### src/rtl/mte_pkg.sv
// Shared types, command codes and the key group table of the text editor.
// No dependencies.
package mte_pkg;

  localparam int TEXT_BYTES  = 128;
  localparam int KEY_GROUPS  = 28;
  localparam int LETTER_KEYS = 13;

  localparam logic [3:0] CMD_KEY     = 4'd0;
  localparam logic [3:0] CMD_INSERT  = 4'd1;
  localparam logic [3:0] CMD_BKSP    = 4'd2;
  localparam logic [3:0] CMD_MOVE    = 4'd3;
  localparam logic [3:0] CMD_SHIFT   = 4'd4;
  localparam logic [3:0] CMD_CONFIRM = 4'd5;
  localparam logic [3:0] CMD_TICK    = 4'd6;
  localparam logic [3:0] CMD_CLEAR   = 4'd7;
  localparam logic [3:0] CMD_READ    = 4'd8;

  typedef enum logic [4:0] {
    OP_IDLE, OP_LATCH, OP_DECODE, OP_KEY_PREP, OP_INS_CHECK, OP_BS_CHECK,
    OP_WALK_INIT, OP_WALK_TEST, OP_WALK_STEP, OP_INS_TEST, OP_INS_MOVE,
    OP_INS_WR1, OP_INS_WR2, OP_INS_FIN, OP_BS_RD, OP_BS_END, OP_BS_TEST,
    OP_BS_MOVE, OP_BS_FIN, OP_READ_DONE, OP_OUT_LOAD
  } dp_op_t;

  typedef struct packed {
    dp_op_t op;
    logic   walk_bs;
    logic   key_mode;
  } dp_cmd_t;

  typedef struct packed {
    logic [3:0] cmd;
    logic       key_bad;
    logic       rep;
    logic       ins_fail;
    logic       cur_zero;
    logic       walk_go;
    logic       ins_more;
    logic       bs_more;
  } dp_stat_t;

  function automatic logic [2:0] grp_len(input logic [4:0] k);
    logic [2:0] r;
    case (k)
      5'd0, 5'd7:                          r = 3'd6;
      5'd2, 5'd4, 5'd10, 5'd13:            r = 3'd4;
      5'd15, 5'd16, 5'd17, 5'd18, 5'd19,
      5'd20, 5'd21, 5'd22, 5'd25:          r = 3'd2;
      5'd27:                               r = 3'd5;
      default:                             r = 3'd3;
    endcase
    return r;
  endfunction

  function automatic logic [15:0] pick(input logic [2:0] c,
      input logic [15:0] a0, input logic [15:0] a1, input logic [15:0] a2,
      input logic [15:0] a3, input logic [15:0] a4, input logic [15:0] a5);
    logic [15:0] r;
    case (c)
      3'd1:    r = a1;
      3'd2:    r = a2;
      3'd3:    r = a3;
      3'd4:    r = a4;
      3'd5:    r = a5;
      default: r = a0;
    endcase
    return r;
  endfunction

  // Characters of each key group; two-byte codes hold lead and trail.
  function automatic logic [15:0] grp_code(input logic [4:0] k, input logic [2:0] c);
    logic [15:0] r;
    case (k)
      5'd0:  r = pick(c, 16'h61, 16'h62, 16'hC3A1, 16'hC3A0, 16'hC3A3, 16'hC3A2);
      5'd1:  r = pick(c, 16'h63, 16'h64, 16'hC3A7, 16'h0, 16'h0, 16'h0);
      5'd2:  r = pick(c, 16'h65, 16'h66, 16'hC3A9, 16'hC3AA, 16'h0, 16'h0);
      5'd3:  r = pick(c, 16'h67, 16'h68, 16'h31, 16'h0, 16'h0, 16'h0);
      5'd4:  r = pick(c, 16'h69, 16'h6A, 16'hC3AD, 16'h32, 16'h0, 16'h0);
      5'd5:  r = pick(c, 16'h6B, 16'h6C, 16'h33, 16'h0, 16'h0, 16'h0);
      5'd6:  r = pick(c, 16'h6D, 16'h6E, 16'h34, 16'h0, 16'h0, 16'h0);
      5'd7:  r = pick(c, 16'h6F, 16'h70, 16'hC3B3, 16'hC3B4, 16'hC3B5, 16'h35);
      5'd8:  r = pick(c, 16'h71, 16'h72, 16'h36, 16'h0, 16'h0, 16'h0);
      5'd9:  r = pick(c, 16'h73, 16'h74, 16'h37, 16'h0, 16'h0, 16'h0);
      5'd10: r = pick(c, 16'h75, 16'h76, 16'hC3BA, 16'h38, 16'h0, 16'h0);
      5'd11: r = pick(c, 16'h77, 16'h78, 16'h39, 16'h0, 16'h0, 16'h0);
      5'd12: r = pick(c, 16'h79, 16'h7A, 16'h30, 16'h0, 16'h0, 16'h0);
      5'd13: r = pick(c, 16'h2E, 16'h2C, 16'h3F, 16'h21, 16'h0, 16'h0);
      5'd14: r = pick(c, 16'h40, 16'h23, 16'h26, 16'h0, 16'h0, 16'h0);
      5'd15: r = pick(c, 16'h2E, 16'h2C, 16'h0, 16'h0, 16'h0, 16'h0);
      5'd16: r = pick(c, 16'h3F, 16'h21, 16'h0, 16'h0, 16'h0, 16'h0);
      5'd17: r = pick(c, 16'h3A, 16'h3B, 16'h0, 16'h0, 16'h0, 16'h0);
      5'd18: r = pick(c, 16'h22, 16'h27, 16'h0, 16'h0, 16'h0, 16'h0);
      5'd19: r = pick(c, 16'h28, 16'h29, 16'h0, 16'h0, 16'h0, 16'h0);
      5'd20: r = pick(c, 16'h5B, 16'h5D, 16'h0, 16'h0, 16'h0, 16'h0);
      5'd21: r = pick(c, 16'h7B, 16'h7D, 16'h0, 16'h0, 16'h0, 16'h0);
      5'd22: r = pick(c, 16'h3C, 16'h3E, 16'h0, 16'h0, 16'h0, 16'h0);
      5'd23: r = pick(c, 16'h2B, 16'h2D, 16'h3D, 16'h0, 16'h0, 16'h0);
      5'd24: r = pick(c, 16'h2A, 16'h2F, 16'h5C, 16'h0, 16'h0, 16'h0);
      5'd25: r = pick(c, 16'h5F, 16'h40, 16'h0, 16'h0, 16'h0, 16'h0);
      5'd26: r = pick(c, 16'h23, 16'h24, 16'h25, 16'h0, 16'h0, 16'h0);
      5'd27: r = pick(c, 16'h26, 16'h7C, 16'h7E, 16'h5E, 16'h60, 16'h0);
      default: r = 16'h0;
    endcase
    return r;
  endfunction

endpackage

### src/rtl/multitap_text_editor_core.sv
// Top level of the multi-tap keypad text editor: ports, config registers.
// Depends on mte_pkg, mte_ctrl and mte_dpath.
//
//   channel  | kind         | payload
//   in_      | stream slave | command item, 72-bit tdata
//   out_     | stream master| result item, 32-bit tdata
//   cfg_     | APB write/rd | tap_timeout_ms at 0, max_char_count at 4
//
// One item at a time. Simple commands pass through latch, decode and output load;
// a read adds a read-done step. Insert and backspace walk the text one character
// at a time to find the cursor, then move each byte behind it, by one read and one
// write, through the text memory. A repeated key tap deletes and then inserts.
// Reset is synchronous and needs no clearing pass. A result waiting in the output
// register stalls only the end of the next item.
module multitap_text_editor_core (
  input  logic        clk,
  input  logic        rst_n,
  input  logic        in_tvalid,
  output logic        in_tready,
  // cmd[3:0] key_index[8:4] now_ms[40:9] char_lead[48:41] char_trail[56:49]
  // cursor_target[63:57] byte_index[70:64]
  input  logic [71:0] in_tdata,
  output logic        out_tvalid,
  input  logic        out_tready,
  // ok[0] cursor_pos[6:1] char_total[12:7] byte_total[19:13] tap_pending[20]
  // shift_on[21] read_value[29:22]
  output logic [31:0] out_tdata,
  input  logic        cfg_psel,
  input  logic        cfg_penable,
  input  logic        cfg_pwrite,
  input  logic [2:0]  cfg_paddr,
  input  logic [31:0] cfg_pwdata,
  output logic [31:0] cfg_prdata,
  output logic        cfg_pready
);
  import mte_pkg::*;

  logic [15:0] timeout_r;
  logic [5:0]  maxc_r;
  dp_cmd_t     dcmd;
  dp_stat_t    dstat;

  always_ff @(posedge clk) begin
    if (!rst_n) begin
      timeout_r <= 16'd1000;
      maxc_r    <= 6'd63;
    end else if (cfg_psel && cfg_penable && cfg_pwrite) begin
      if (cfg_paddr[2]) maxc_r <= cfg_pwdata[5:0];
      else timeout_r <= cfg_pwdata[15:0];
    end
  end

  assign cfg_pready = 1'b1;
  assign cfg_prdata = cfg_paddr[2] ? {26'b0, maxc_r} : {16'b0, timeout_r};

  mte_ctrl u_ctrl (
    .clk       (clk),
    .rst_n     (rst_n),
    .in_valid  (in_tvalid),
    .in_ready  (in_tready),
    .out_valid (out_tvalid),
    .out_ready (out_tready),
    .stat_i    (dstat),
    .cmd_o     (dcmd)
  );

  mte_dpath u_dpath (
    .clk       (clk),
    .rst_n     (rst_n),
    .cmd_i     (dcmd),
    .stat_o    (dstat),
    .in_data   (in_tdata),
    .timeout_i (timeout_r),
    .maxc_i    (maxc_r),
    .out_data  (out_tdata)
  );

endmodule

### src/rtl/mte_ctrl.sv
// Sequencer of the text editor: steps the datapath through each command.
// Depends on mte_pkg.
module mte_ctrl (
  input  logic              clk,
  input  logic              rst_n,
  input  logic              in_valid,
  output logic              in_ready,
  output logic              out_valid,
  input  logic              out_ready,
  input  mte_pkg::dp_stat_t stat_i,
  output mte_pkg::dp_cmd_t  cmd_o
);
  import mte_pkg::*;

  typedef enum logic [4:0] {
    S_IDLE, S_DECODE, S_KEY_PREP, S_INS_CHECK, S_BS_CHECK, S_WALK_INIT,
    S_WALK_TEST, S_WALK_STEP, S_INS_TEST, S_INS_MOVE, S_INS_WR1, S_INS_WR2,
    S_INS_FIN, S_BS_RD, S_BS_END, S_BS_TEST, S_BS_MOVE, S_BS_FIN,
    S_READ_DONE, S_FINISH
  } state_t;

  state_t state_r, state_nxt;
  logic   out_valid_r, out_valid_nxt;
  logic   walk_bs_r, walk_bs_nxt;
  logic   key_mode_r, key_mode_nxt;
  dp_op_t op;

  always_comb begin
    state_nxt    = state_r;
    walk_bs_nxt  = walk_bs_r;
    key_mode_nxt = key_mode_r;
    out_valid_nxt = out_ready ? 1'b0 : out_valid_r;
    op = OP_IDLE;
    unique case (state_r)
      S_IDLE: begin
        if (in_valid) begin
          op = OP_LATCH;
          state_nxt = S_DECODE;
        end
      end
      S_DECODE: begin
        op = OP_DECODE;
        key_mode_nxt = (stat_i.cmd == CMD_KEY);
        case (stat_i.cmd)
          CMD_KEY:    state_nxt = stat_i.key_bad ? S_FINISH : S_KEY_PREP;
          CMD_INSERT: state_nxt = S_INS_CHECK;
          CMD_BKSP:   state_nxt = S_BS_CHECK;
          CMD_READ:   state_nxt = S_READ_DONE;
          default:    state_nxt = S_FINISH;
        endcase
      end
      S_KEY_PREP: begin
        op = OP_KEY_PREP;
        state_nxt = stat_i.rep ? S_BS_CHECK : S_INS_CHECK;
      end
      S_INS_CHECK: begin
        op = OP_INS_CHECK;
        walk_bs_nxt = 1'b0;
        state_nxt = stat_i.ins_fail ? S_FINISH : S_WALK_INIT;
      end
      S_BS_CHECK: begin
        op = OP_BS_CHECK;
        walk_bs_nxt = 1'b1;
        if (stat_i.cur_zero) state_nxt = key_mode_r ? S_INS_CHECK : S_FINISH;
        else state_nxt = S_WALK_INIT;
      end
      S_WALK_INIT: begin
        op = OP_WALK_INIT;
        state_nxt = S_WALK_TEST;
      end
      S_WALK_TEST: begin
        op = OP_WALK_TEST;
        if (stat_i.walk_go) state_nxt = S_WALK_STEP;
        else state_nxt = walk_bs_r ? S_BS_RD : S_INS_TEST;
      end
      S_WALK_STEP: begin
        op = OP_WALK_STEP;
        state_nxt = S_WALK_TEST;
      end
      S_INS_TEST: begin
        op = OP_INS_TEST;
        state_nxt = stat_i.ins_more ? S_INS_MOVE : S_INS_WR1;
      end
      S_INS_MOVE: begin
        op = OP_INS_MOVE;
        state_nxt = S_INS_TEST;
      end
      S_INS_WR1: begin
        op = OP_INS_WR1;
        state_nxt = S_INS_WR2;
      end
      S_INS_WR2: begin
        op = OP_INS_WR2;
        state_nxt = S_INS_FIN;
      end
      S_INS_FIN: begin
        op = OP_INS_FIN;
        state_nxt = S_FINISH;
      end
      S_BS_RD: begin
        op = OP_BS_RD;
        state_nxt = S_BS_END;
      end
      S_BS_END: begin
        op = OP_BS_END;
        state_nxt = S_BS_TEST;
      end
      S_BS_TEST: begin
        op = OP_BS_TEST;
        state_nxt = stat_i.bs_more ? S_BS_MOVE : S_BS_FIN;
      end
      S_BS_MOVE: begin
        op = OP_BS_MOVE;
        state_nxt = S_BS_TEST;
      end
      S_BS_FIN: begin
        op = OP_BS_FIN;
        state_nxt = key_mode_r ? S_INS_CHECK : S_FINISH;
      end
      S_READ_DONE: begin
        op = OP_READ_DONE;
        state_nxt = S_FINISH;
      end
      S_FINISH: begin
        // hold the result until the output slot is free
        if (!out_valid_r || out_ready) begin
          op = OP_OUT_LOAD;
          out_valid_nxt = 1'b1;
          state_nxt = S_IDLE;
        end
      end
      default: state_nxt = S_IDLE;
    endcase
  end

  always_ff @(posedge clk) begin
    if (!rst_n) begin
      state_r     <= S_IDLE;
      out_valid_r <= 1'b0;
      walk_bs_r   <= 1'b0;
      key_mode_r  <= 1'b0;
    end else begin
      state_r     <= state_nxt;
      out_valid_r <= out_valid_nxt;
      walk_bs_r   <= walk_bs_nxt;
      key_mode_r  <= key_mode_nxt;
    end
  end

  assign in_ready       = (state_r == S_IDLE);
  assign out_valid      = out_valid_r;
  assign cmd_o.op       = op;
  assign cmd_o.walk_bs  = walk_bs_r;
  assign cmd_o.key_mode = key_mode_r;

endmodule

### src/rtl/mte_dpath.sv
// Datapath of the text editor: text memory, editor state, work registers.
// Depends on mte_pkg; driven by mte_ctrl.
module mte_dpath (
  input  logic              clk,
  input  logic              rst_n,
  input  mte_pkg::dp_cmd_t  cmd_i,
  output mte_pkg::dp_stat_t stat_o,
  input  logic [71:0]       in_data,
  input  logic [15:0]       timeout_i,
  input  logic [5:0]        maxc_i,
  output logic [31:0]       out_data
);
  import mte_pkg::*;

  logic [7:0]  mem [TEXT_BYTES];
  logic [7:0]  rdata_r;
  logic [6:0]  raddr, waddr;
  logic [7:0]  wdata;
  logic        we;

  logic [3:0]  cmd_r;
  logic [4:0]  key_r;
  logic [31:0] now_r;
  logic [7:0]  lead_r, trail_r;
  logic [6:0]  target_r, bidx_r;

  logic [6:0]  bytes_r;
  logic [5:0]  chars_r, cursor_r;
  logic        pend_r, pshift_r, shift_r;
  logic [4:0]  pkey_r;
  logic [2:0]  cyc_r;
  logic [31:0] last_r;

  logic [7:0]  off_r;
  logic [5:0]  cnt_r, tgt_r;
  logic [6:0]  pos_r, idx_r;
  logic [1:0]  d_r;
  logic        n2_r, ok_r, letter_r, nshift_r;
  logic [2:0]  ncyc_r;
  logic [7:0]  rd_r;
  logic [31:0] out_r;

  logic        due, rep, nshift, letter, lead_ok, n2, ins_fail, walk_go;
  logic [2:0]  len, cyc_inc, ncyc;
  logic [15:0] code;
  logic [7:0]  klead, ktrail, room;
  logic [6:0]  off_clamp, endv;
  logic [1:0]  w;
  logic [7:0]  wsum;

  always_comb begin
    due     = pend_r && ((now_r - last_r) >= {16'b0, timeout_i});
    rep     = pend_r && (pkey_r == key_r);
    len     = grp_len(key_r);
    cyc_inc = cyc_r + 3'd1;
    ncyc    = rep ? ((cyc_inc >= len) ? 3'd0 : cyc_inc) : 3'd0;
    nshift  = rep ? pshift_r : shift_r;
    code    = grp_code(key_r, ncyc);
    klead   = (code[15:8] != 8'd0) ? code[15:8] : code[7:0];
    ktrail  = code[7:0];
    letter  = ({27'b0, key_r} < LETTER_KEYS);
    if (letter && nshift) begin
      if (klead >= 8'h61 && klead <= 8'h7A) klead = klead - 8'd32;
      else if (klead == 8'hC3 && ktrail >= 8'hA0) ktrail = ktrail - 8'd32;
    end
    n2 = lead_r[7];
    if (lead_r == 8'd0) lead_ok = 1'b0;
    else if (!n2) lead_ok = (lead_r == 8'd10) || (lead_r >= 8'd32 && lead_r <= 8'd126);
    else lead_ok = (lead_r == 8'hC3) && (trail_r >= 8'h80) && (trail_r <= 8'hBF);
    room     = {1'b0, bytes_r} + (n2 ? 8'd2 : 8'd1);
    ins_fail = !lead_ok || (room >= 8'(TEXT_BYTES)) || (chars_r >= maxc_i);
    walk_go  = (cnt_r < tgt_r) && (off_r < {1'b0, bytes_r});
    off_clamp = (off_r > {1'b0, bytes_r}) ? bytes_r : off_r[6:0];
    w    = rdata_r[7] ? 2'd2 : 2'd1;
    wsum = {1'b0, pos_r} + {6'b0, w};
    if (pos_r < bytes_r) endv = (wsum > {1'b0, bytes_r}) ? bytes_r : wsum[6:0];
    else endv = pos_r;
  end

  assign stat_o.cmd      = cmd_r;
  assign stat_o.key_bad  = ({27'b0, key_r} >= KEY_GROUPS);
  assign stat_o.rep      = rep;
  assign stat_o.ins_fail = ins_fail;
  assign stat_o.cur_zero = (cursor_r == 6'd0);
  assign stat_o.walk_go  = walk_go;
  assign stat_o.ins_more = (idx_r > pos_r);
  assign stat_o.bs_more  = (idx_r < bytes_r);

  always_comb begin
    raddr = off_r[6:0];
    we    = 1'b0;
    waddr = pos_r;
    wdata = rdata_r;
    case (cmd_i.op)
      OP_DECODE:  raddr = bidx_r;
      OP_INS_TEST: raddr = idx_r - 7'd1;
      OP_BS_RD:   raddr = pos_r;
      OP_BS_TEST: raddr = idx_r;
      OP_INS_MOVE: begin
        we = 1'b1;
        waddr = idx_r - 7'd1 + (n2_r ? 7'd2 : 7'd1);
      end
      OP_INS_WR1: begin
        we = 1'b1;
        wdata = lead_r;
      end
      OP_INS_WR2: begin
        we = n2_r;
        waddr = pos_r + 7'd1;
        wdata = trail_r;
      end
      OP_BS_MOVE: begin
        we = 1'b1;
        waddr = idx_r - {5'b0, d_r};
      end
      default: ;
    endcase
  end

  always_ff @(posedge clk) begin
    rdata_r <= mem[raddr];
    if (we) mem[waddr] <= wdata;
  end

  always_ff @(posedge clk) begin
    if (!rst_n) begin
      bytes_r  <= '0;
      chars_r  <= '0;
      cursor_r <= '0;
      pend_r   <= 1'b0;
      pkey_r   <= '0;
      cyc_r    <= '0;
      pshift_r <= 1'b0;
      shift_r  <= 1'b0;
      last_r   <= '0;
      cmd_r    <= '0;
    end else begin
      unique case (cmd_i.op)
        OP_LATCH: begin
          cmd_r    <= in_data[3:0];
          key_r    <= in_data[8:4];
          now_r    <= in_data[40:9];
          lead_r   <= in_data[48:41];
          trail_r  <= in_data[56:49];
          target_r <= in_data[63:57];
          bidx_r   <= in_data[70:64];
          rd_r     <= 8'd0;
          ok_r     <= 1'b0;
        end
        OP_DECODE: begin
          case (cmd_r)
            CMD_KEY: begin
              if (!stat_o.key_bad && due) pend_r <= 1'b0;
            end
            CMD_TICK: begin
              if (due) pend_r <= 1'b0;
              ok_r <= due;
            end
            CMD_MOVE: begin
              pend_r <= 1'b0;
              cursor_r <= (target_r > {1'b0, chars_r}) ? chars_r : target_r[5:0];
              ok_r <= 1'b1;
            end
            CMD_SHIFT: begin
              pend_r <= 1'b0;
              shift_r <= !(shift_r || (pend_r && pshift_r));
              ok_r <= 1'b1;
            end
            CMD_CONFIRM: begin
              pend_r <= 1'b0;
              ok_r <= 1'b1;
            end
            CMD_CLEAR: begin
              bytes_r  <= '0;
              chars_r  <= '0;
              cursor_r <= '0;
              pend_r   <= 1'b0;
              pkey_r   <= '0;
              cyc_r    <= '0;
              pshift_r <= 1'b0;
              shift_r  <= 1'b0;
              last_r   <= '0;
              ok_r     <= 1'b1;
            end
            CMD_READ: ok_r <= 1'b1;
            default: ;
          endcase
        end
        OP_KEY_PREP: begin
          lead_r   <= klead;
          trail_r  <= ktrail;
          ncyc_r   <= ncyc;
          nshift_r <= nshift;
          letter_r <= letter;
        end
        OP_INS_CHECK: begin
          pend_r <= 1'b0;
          ok_r   <= 1'b0;
          n2_r   <= n2;
        end
        OP_BS_CHECK: begin
          pend_r <= 1'b0;
          ok_r   <= 1'b0;
        end
        OP_WALK_INIT: begin
          off_r <= '0;
          cnt_r <= '0;
          tgt_r <= cmd_i.walk_bs ? (cursor_r - 6'd1) : cursor_r;
        end
        OP_WALK_TEST: begin
          if (!walk_go) begin
            pos_r <= off_clamp;
            idx_r <= bytes_r;
          end
        end
        OP_WALK_STEP: begin
          off_r <= off_r + {6'b0, w};
          cnt_r <= cnt_r + 6'd1;
        end
        OP_INS_MOVE: idx_r <= idx_r - 7'd1;
        OP_INS_FIN: begin
          bytes_r  <= bytes_r + (n2_r ? 7'd2 : 7'd1);
          chars_r  <= chars_r + 6'd1;
          cursor_r <= cursor_r + 6'd1;
          ok_r     <= 1'b1;
          if (cmd_i.key_mode) begin
            pend_r   <= 1'b1;
            pkey_r   <= key_r;
            cyc_r    <= ncyc_r;
            pshift_r <= nshift_r;
            last_r   <= now_r;
            if (letter_r) shift_r <= 1'b0;
          end
        end
        OP_BS_END: begin
          idx_r <= endv;
          d_r   <= 2'(endv - pos_r);
        end
        OP_BS_MOVE: idx_r <= idx_r + 7'd1;
        OP_BS_FIN: begin
          bytes_r  <= bytes_r - {5'b0, d_r};
          if (chars_r != 6'd0) chars_r <= chars_r - 6'd1;
          cursor_r <= cursor_r - 6'd1;
          ok_r     <= 1'b1;
        end
        OP_READ_DONE: rd_r <= (bidx_r < bytes_r) ? rdata_r : 8'd0;
        OP_OUT_LOAD: begin
          out_r <= {2'b0, rd_r, shift_r, pend_r, bytes_r, chars_r, cursor_r, ok_r};
        end
        default: ;
      endcase
    end
  end

  assign out_data = out_r;

endmodule

### config.mk
export PLATFORM = sky130hd
export DESIGN_NAME = multitap_text_editor_core
export DESIGN_NICKNAME = d
export VERILOG_FILES = /design/src/rtl/mte_pkg.sv /design/src/rtl/multitap_text_editor_core.sv /design/src/rtl/mte_ctrl.sv /design/src/rtl/mte_dpath.sv
export SDC_FILE = /design/constraint.sdc
export NUM_CORES = 2
export LEC_CHECK = 0
export BUFFER_PORTS_ARGS = -buffer_cell sky130_fd_sc_hd__buf_2
export CORE_ASPECT_RATIO = 1.2
export CORE_MARGIN = 3
export CORE_UTILIZATION = 25
export DETAILED_ROUTE_END_ITERATION = 8
export PLACE_DENSITY = 0.44
export SETUP_SLACK_MARGIN = 0.02
export SYNTH_ARGS = -nofsm -noshare
export SYNTH_HDL_FRONTEND = slang
export SYNTH_SLANG_ARGS = --single-unit
### constraint.sdc
create_clock -name clk -period 3.58 [get_ports clk]
set_clock_uncertainty 0.05 [all_clocks]
set_input_delay 0.716 -clock clk [delete_from_list [all_inputs] [get_ports clk]]
set_output_delay 0.716 -clock clk [all_outputs]
set_load 0.05 [all_outputs]
==> impl_results.html <==
<table>
<tr><th>Metric</th><th>Value</th></tr>
<tr><th colspan="2">Cells and area</th></tr>
<tr><td>Layout cell share with drive strength beyond 1</td><td>29.3%</td></tr>
<tr><td>Relative area change from synthesis to final layout</td><td>27.8%</td></tr>
<tr><td>Final net count</td><td>5,244</td></tr>
<tr><td>Post-route cell area</td><td>0.0742 mm2</td></tr>
<tr><td>Count of non-filler cells in the finished layout</td><td>8,115</td></tr>
<tr><td>Fill cell instance count of the final layout</td><td>22,900</td></tr>
<tr><th colspan="2">Global route</th></tr>
<tr><td>Largest net degree at the start of global routing</td><td>92</td></tr>
<tr><td>Number of global-route vias before repair</td><td>39,100</td></tr>
<tr><td>Global-route total usage across every layer</td><td>15.3%</td></tr>
<tr><td>First-pass GRT wire length</td><td>271 mm</td></tr>
<tr><td>Remaining global-route overflow</td><td>0</td></tr>
<tr><td>Initial antenna violation count</td><td>7</td></tr>
<tr><th colspan="2">Clocking</th></tr>
<tr><td>CTS Buffer Depth</td><td>3</td></tr>
<tr><td>Total CTS buffers</td><td>138</td></tr>
<tr><td>Insertion delay to the later sink of the worst-skew pair</td><td>0.78 ns</td></tr>
<tr><td>Number of levels the H-tree was split into</td><td>4</td></tr>
<tr><td># clock sinks</td><td>1,279</td></tr>
<tr><td>CTS Root Buffer Type</td><td>clkbuf_16</td></tr>
<tr><td>CTS tree</td><td>built</td></tr>
<tr><td>Clock transition at the registers of the reported paths</td><td>0.06 ns</td></tr>
<tr><th colspan="2">Pwr</th></tr>
<tr><td>Worst IR Drop VDD</td><td>0.000487 V</td></tr>
<tr><td>Share of total power consumed by net switching</td><td>34.3%</td></tr>
<tr><td>Internal power contribution</td><td>33.7 mW</td></tr>
<tr><td>Reported net switching power</td><td>17.6 mW</td></tr>
<tr><td>Leakage dissipation</td><td>26.6 nW</td></tr>
<tr><td>Post-layout total power</td><td>51.3 mW</td></tr>
<tr><td>Fraction of power consumed by sequential logic</td><td>37.1%</td></tr>
<tr><td>P per Cell Area</td><td>691 mW/mm2</td></tr>
<tr><td>Power share of the clock group</td><td>27.1%</td></tr>
<tr><td>Combinational share of power</td><td>35.9%</td></tr>
<tr><th colspan="2">Synth</th></tr>
<tr><td>Cell count after synthesis</td><td>4,181</td></tr>
<tr><td>Dominant cell type by area after synthesis</td><td>edfxtp_1</td></tr>
<tr><td>Cells taking the most area after synthesis</td><td>edfxtp_1 (61%), mux4_2 (5.0%), mux2i_1 (4.8%)</td></tr>
<tr><td>Netlist cell types</td><td>91</td></tr>
<tr><td>Area fraction in and, or, nand and nor cells after synthesis</td><td>8.07%</td></tr>
<tr><td>Post-synthesis compound-gate area fraction</td><td>10.2%</td></tr>
<tr><td>Number of enable-type register cells in the synthesized netlist</td><td>1,172</td></tr>
<tr><td>Share of synthesized area occupied by flip-flops and latches</td><td>64.3%</td></tr>
<tr><td>Adder-cell share of the synthesized area</td><td>3.36%</td></tr>
<tr><td>Area share of the largest cell type after synthesis</td><td>60.6%</td></tr>
<tr><td>Warning count from the yosys run</td><td>0</td></tr>
<tr><td>Top-count cell post-synth</td><td>edfxtp_1</td></tr>
<tr><td>Synth cell count leaders</td><td>edfxtp_1 (1,172), nor2_1 (321), nand2_1 (297), mux2i_1 (279), a21oi_1 (175)</td></tr>
<tr><td>Share of flip-flops with an asynchronous set or reset after synthesis</td><td>0%</td></tr>
<tr><td>Post-synthesis share of cell area spent on xor and xnor gates</td><td>1.22%</td></tr>
<tr><td>Post-synthesis mux area share</td><td>10.1%</td></tr>
<tr><td>Total of flip-flops plus latches after synthesis</td><td>1,279</td></tr>
<tr><td>Average size of a mapped cell</td><td>13.9 um2</td></tr>
<tr><td>Combinational family with the most area after synthesis</td><td>compound AO/OA/AOI/OAI gates</td></tr>
<tr><td>Mapped cell area</td><td>0.0581 mm2</td></tr>
<tr><td>Flip-flop cell with the highest count after synthesis</td><td>edfxtp_1</td></tr>
<tr><th colspan="2">STA</th></tr>
<tr><td>Slew @ Worst Pin</td><td>1.11 ns</td></tr>
<tr><td>Hold Violations, Final</td><td>0</td></tr>
<tr><td>Number of endpoints failing setup at the final stage</td><td>5</td></tr>
<tr><td>Fraction of the cycle the final worst path needs</td><td>109%</td></tr>
<tr><td>Max transition margin</td><td>25.5%</td></tr>
<tr><td>Upper clock frequency limit</td><td>256 MHz</td></tr>
<tr><td>Slack of the critical path</td><td>-0.323 ns</td></tr>
<tr><td>Final Critical Period</td><td>3.90 ns</td></tr>
<tr><td>Final Max Slew Viols</td><td>0</td></tr>
<tr><td>Unrepaired setup endpoints after global routing</td><td>yes</td></tr>
<tr><th colspan="2">Floorplan</th></tr>
<tr><td>Vertical die dimension</td><td>534 um</td></tr>
<tr><td>Die X</td><td>446 um</td></tr>
<tr><td>Number of ports placed on the die boundary</td><td>181</td></tr>
<tr><td>Initial cell density of the core</td><td>25.2%</td></tr>
<tr><td>Total die area</td><td>0.238 mm2</td></tr>
<tr><td>Cell Rows</td><td>193</td></tr>
<tr><td>Placeable Area</td><td>0.231 mm2</td></tr>
<tr><th colspan="2">Worst setup path</th></tr>
<tr><td>Crit path capture type</td><td>register</td></tr>
<tr><td>CP Class</td><td>reg -&gt; reg</td></tr>
<tr><td>Startpoint kind of the worst setup timing path</td><td>register</td></tr>
<tr><td>Critical-path maximum fanout</td><td>4</td></tr>
<tr><td>CP Data Required Time</td><td>4.05 ns</td></tr>
<tr><td>Arrival time of the worst setup path</td><td>4.37 ns</td></tr>
<tr><th colspan="2">Routing</th></tr>
<tr><td>Number of iterations in the first detailed-routing pass</td><td>5</td></tr>
<tr><td>Drt drc</td><td>0</td></tr>
<tr><td>Violation count after the first detailed-routing iteration</td><td>2,560</td></tr>
<tr><td>Via density</td><td>4.75</td></tr>
<tr><td>Drt wl/cell</td><td>23.1 um</td></tr>
<tr><td>Total via count in the routed design</td><td>38,600</td></tr>
<tr><td>Wirelength, routed</td><td>187 mm</td></tr>
<tr><td>Post-detailed-route count of antenna-violating nets</td><td>0</td></tr>
<tr><th colspan="2">Min path</th></tr>
<tr><td>Path category of the worst min-delay check</td><td>in -&gt; reg</td></tr>
<tr><th colspan="2">Placement</th></tr>
<tr><td>Cell area after placement</td><td>0.0677 mm2</td></tr>
<tr><td>Number of buffer cells added on primary ports</td><td>142</td></tr>
<tr><td>Number of placed cells counting well taps</td><td>7,806</td></tr>
<tr><td>GPL Wtd Cong</td><td>0.902</td></tr>
<tr><td>HPWL Detailed</td><td>132 mm</td></tr>
<tr><th colspan="2">Job</th></tr>
<tr><td>Max-cap violation count</td><td>0</td></tr>
<tr><th colspan="2">Outcome</th></tr>
<tr><td>Result of the run</td><td>complete, but fails checks</td></tr>
<tr><td>Failing checks</td><td>negative setup slack</td></tr>
</table>
## power groups by stage
stage               registers (mW)  logic (mW)  clock network [mW]
global route                  19.0        19.7                14.9
CTS                           19.0        18.2                14.3
floorplan                     19.3        9.06                   0
finish                        19.0        18.4                13.9
detailed placement            19.3        17.7                   0
global placement              19.3        17.6                   0
## critical path, cell delays in order, from the launching register on
cell       delay [ns]
edfxtp_1         0.40
inv_2            0.09
ha_4             0.14
inv_2            0.04
fa_2             0.34
a21o_1           0.21
a221oi_2         0.21
buf_4            0.17
a21oi_1          0.07
nor3_2           0.15
nor2_1           0.06
ha_1             0.31
a211o_1          0.32
nor2_1           0.09
o211ai_1         0.14
a2111oi_2        0.40
nand4_1          0.24
nor3_2           0.16
nor2_1           0.05
## area by class of cell
| type | count | area, um2 | area share [%] |
|---|---|---|---|
| antenna | 4 | 10.0 | 0.0135 |
| clock buffer | 179 | 3630 | 4.89 |
| clock inverter | 71 | 694 | 0.935 |
| timing repair buffer | 883 | 7630 | 10.3 |
| multi-input combinational | 2550 | 20700 | 27.8 |
| sequential | 1279 | 37400 | 50.3 |
| tap | 3022 | 3780 | 5.09 |
| inverter | 127 | 484 | 0.652 |
## metal layers
layer | up-vias | GRT usage [%] | share of wire, %
met1 | 19600 | 18.9 | 41
met5 | - | 0 | 0.014
li1 | 17800 | - | -
met2 | 886 | 27.3 | 51
met3 | 259 | 1.96 | 3.7
met4 | 4 | 5.23 | 3.5
## sequential cells by signal, summed over array words and instances (netlist names), 16 cells and up
register / count
u_dpath.mem: 1024
u_dpath.out_data: 30
u_dpath.now_r: 32
u_dpath.last_r: 32
timeout_r: 16
## metrics by stage
step / utilization, % / TNS (ns) / worst slack (ns) / hold slack [ns]
floorplan: - / -5.31 / -0.105 / 0.350
global placement: 29.3 / -80.20 / -0.643 / 0.351
detailed placement: 29.3 / -76.79 / -0.493 / 0.362
CTS: 31.6 / -1.05 / -0.442 / 0.00141
global route: 32.2 / -2.27 / -0.600 / 0.0267
finish: 32.2 / -0.744 / -0.323 / 0.0743
## what timing repair did
item	4_1_cts	5_1_grt
hold buffers	12	0
gates resized for setup	138	243
endpoints found under the hold margin	12	0
buffers inserted	16	24
gates cloned	3	3
pin swaps	26	54
setup endpoints to repair	936	1003
## final timing paths
path | startpoint | to | slack, ns | cells after the start
setup / recovery | u_dpath.now_r[0]$_DFFE_PP_ | u_dpath.ok_r$_DFFE_PP_ | -0.32 | 18
hold / removal | in_tdata[30] | u_dpath.now_r[21]$_DFFE_PP_ | 0.07 | 1
setup reg to reg | u_dpath.now_r[0]$_DFFE_PP_ | u_dpath.ok_r$_DFFE_PP_ | -0.32 | 18
hold reg to reg | u_dpath.rd_r[5]$_SDFFCE_PP0P_ | u_dpath.out_data[27]$_DFFE_PP_ | 0.37 | 0
## cells by family (layout without fill, tap and decap cells)
kind of cell / Yosys count / after routing
buf+inv: 369 / 1260
fa+ha+maj: 152 / 152
compound gates: 855 / 855
xor+xnor: 81 / 81
flops: 1279 / 1279
other cells: 2 / 23
mux: 420 / 420
simple gates: 1023 / 1023
## layout by cell type (no fill, tap or decap), types with 74 or more instances in the layout
master,n
a21oi_1,167
edfxtp_1,1172
mux2i_1,275
buf_12,74
buf_2,141
inv_1,118
clkbuf_16,142
nor2_1,240
nand3_1,95
buf_4,585
dfxtp_1,98
o221ai_1,107
nand2_1,281
o21ai_0,125
mux4_2,130
ha_1,132
(Power assumes the default switching activity.)
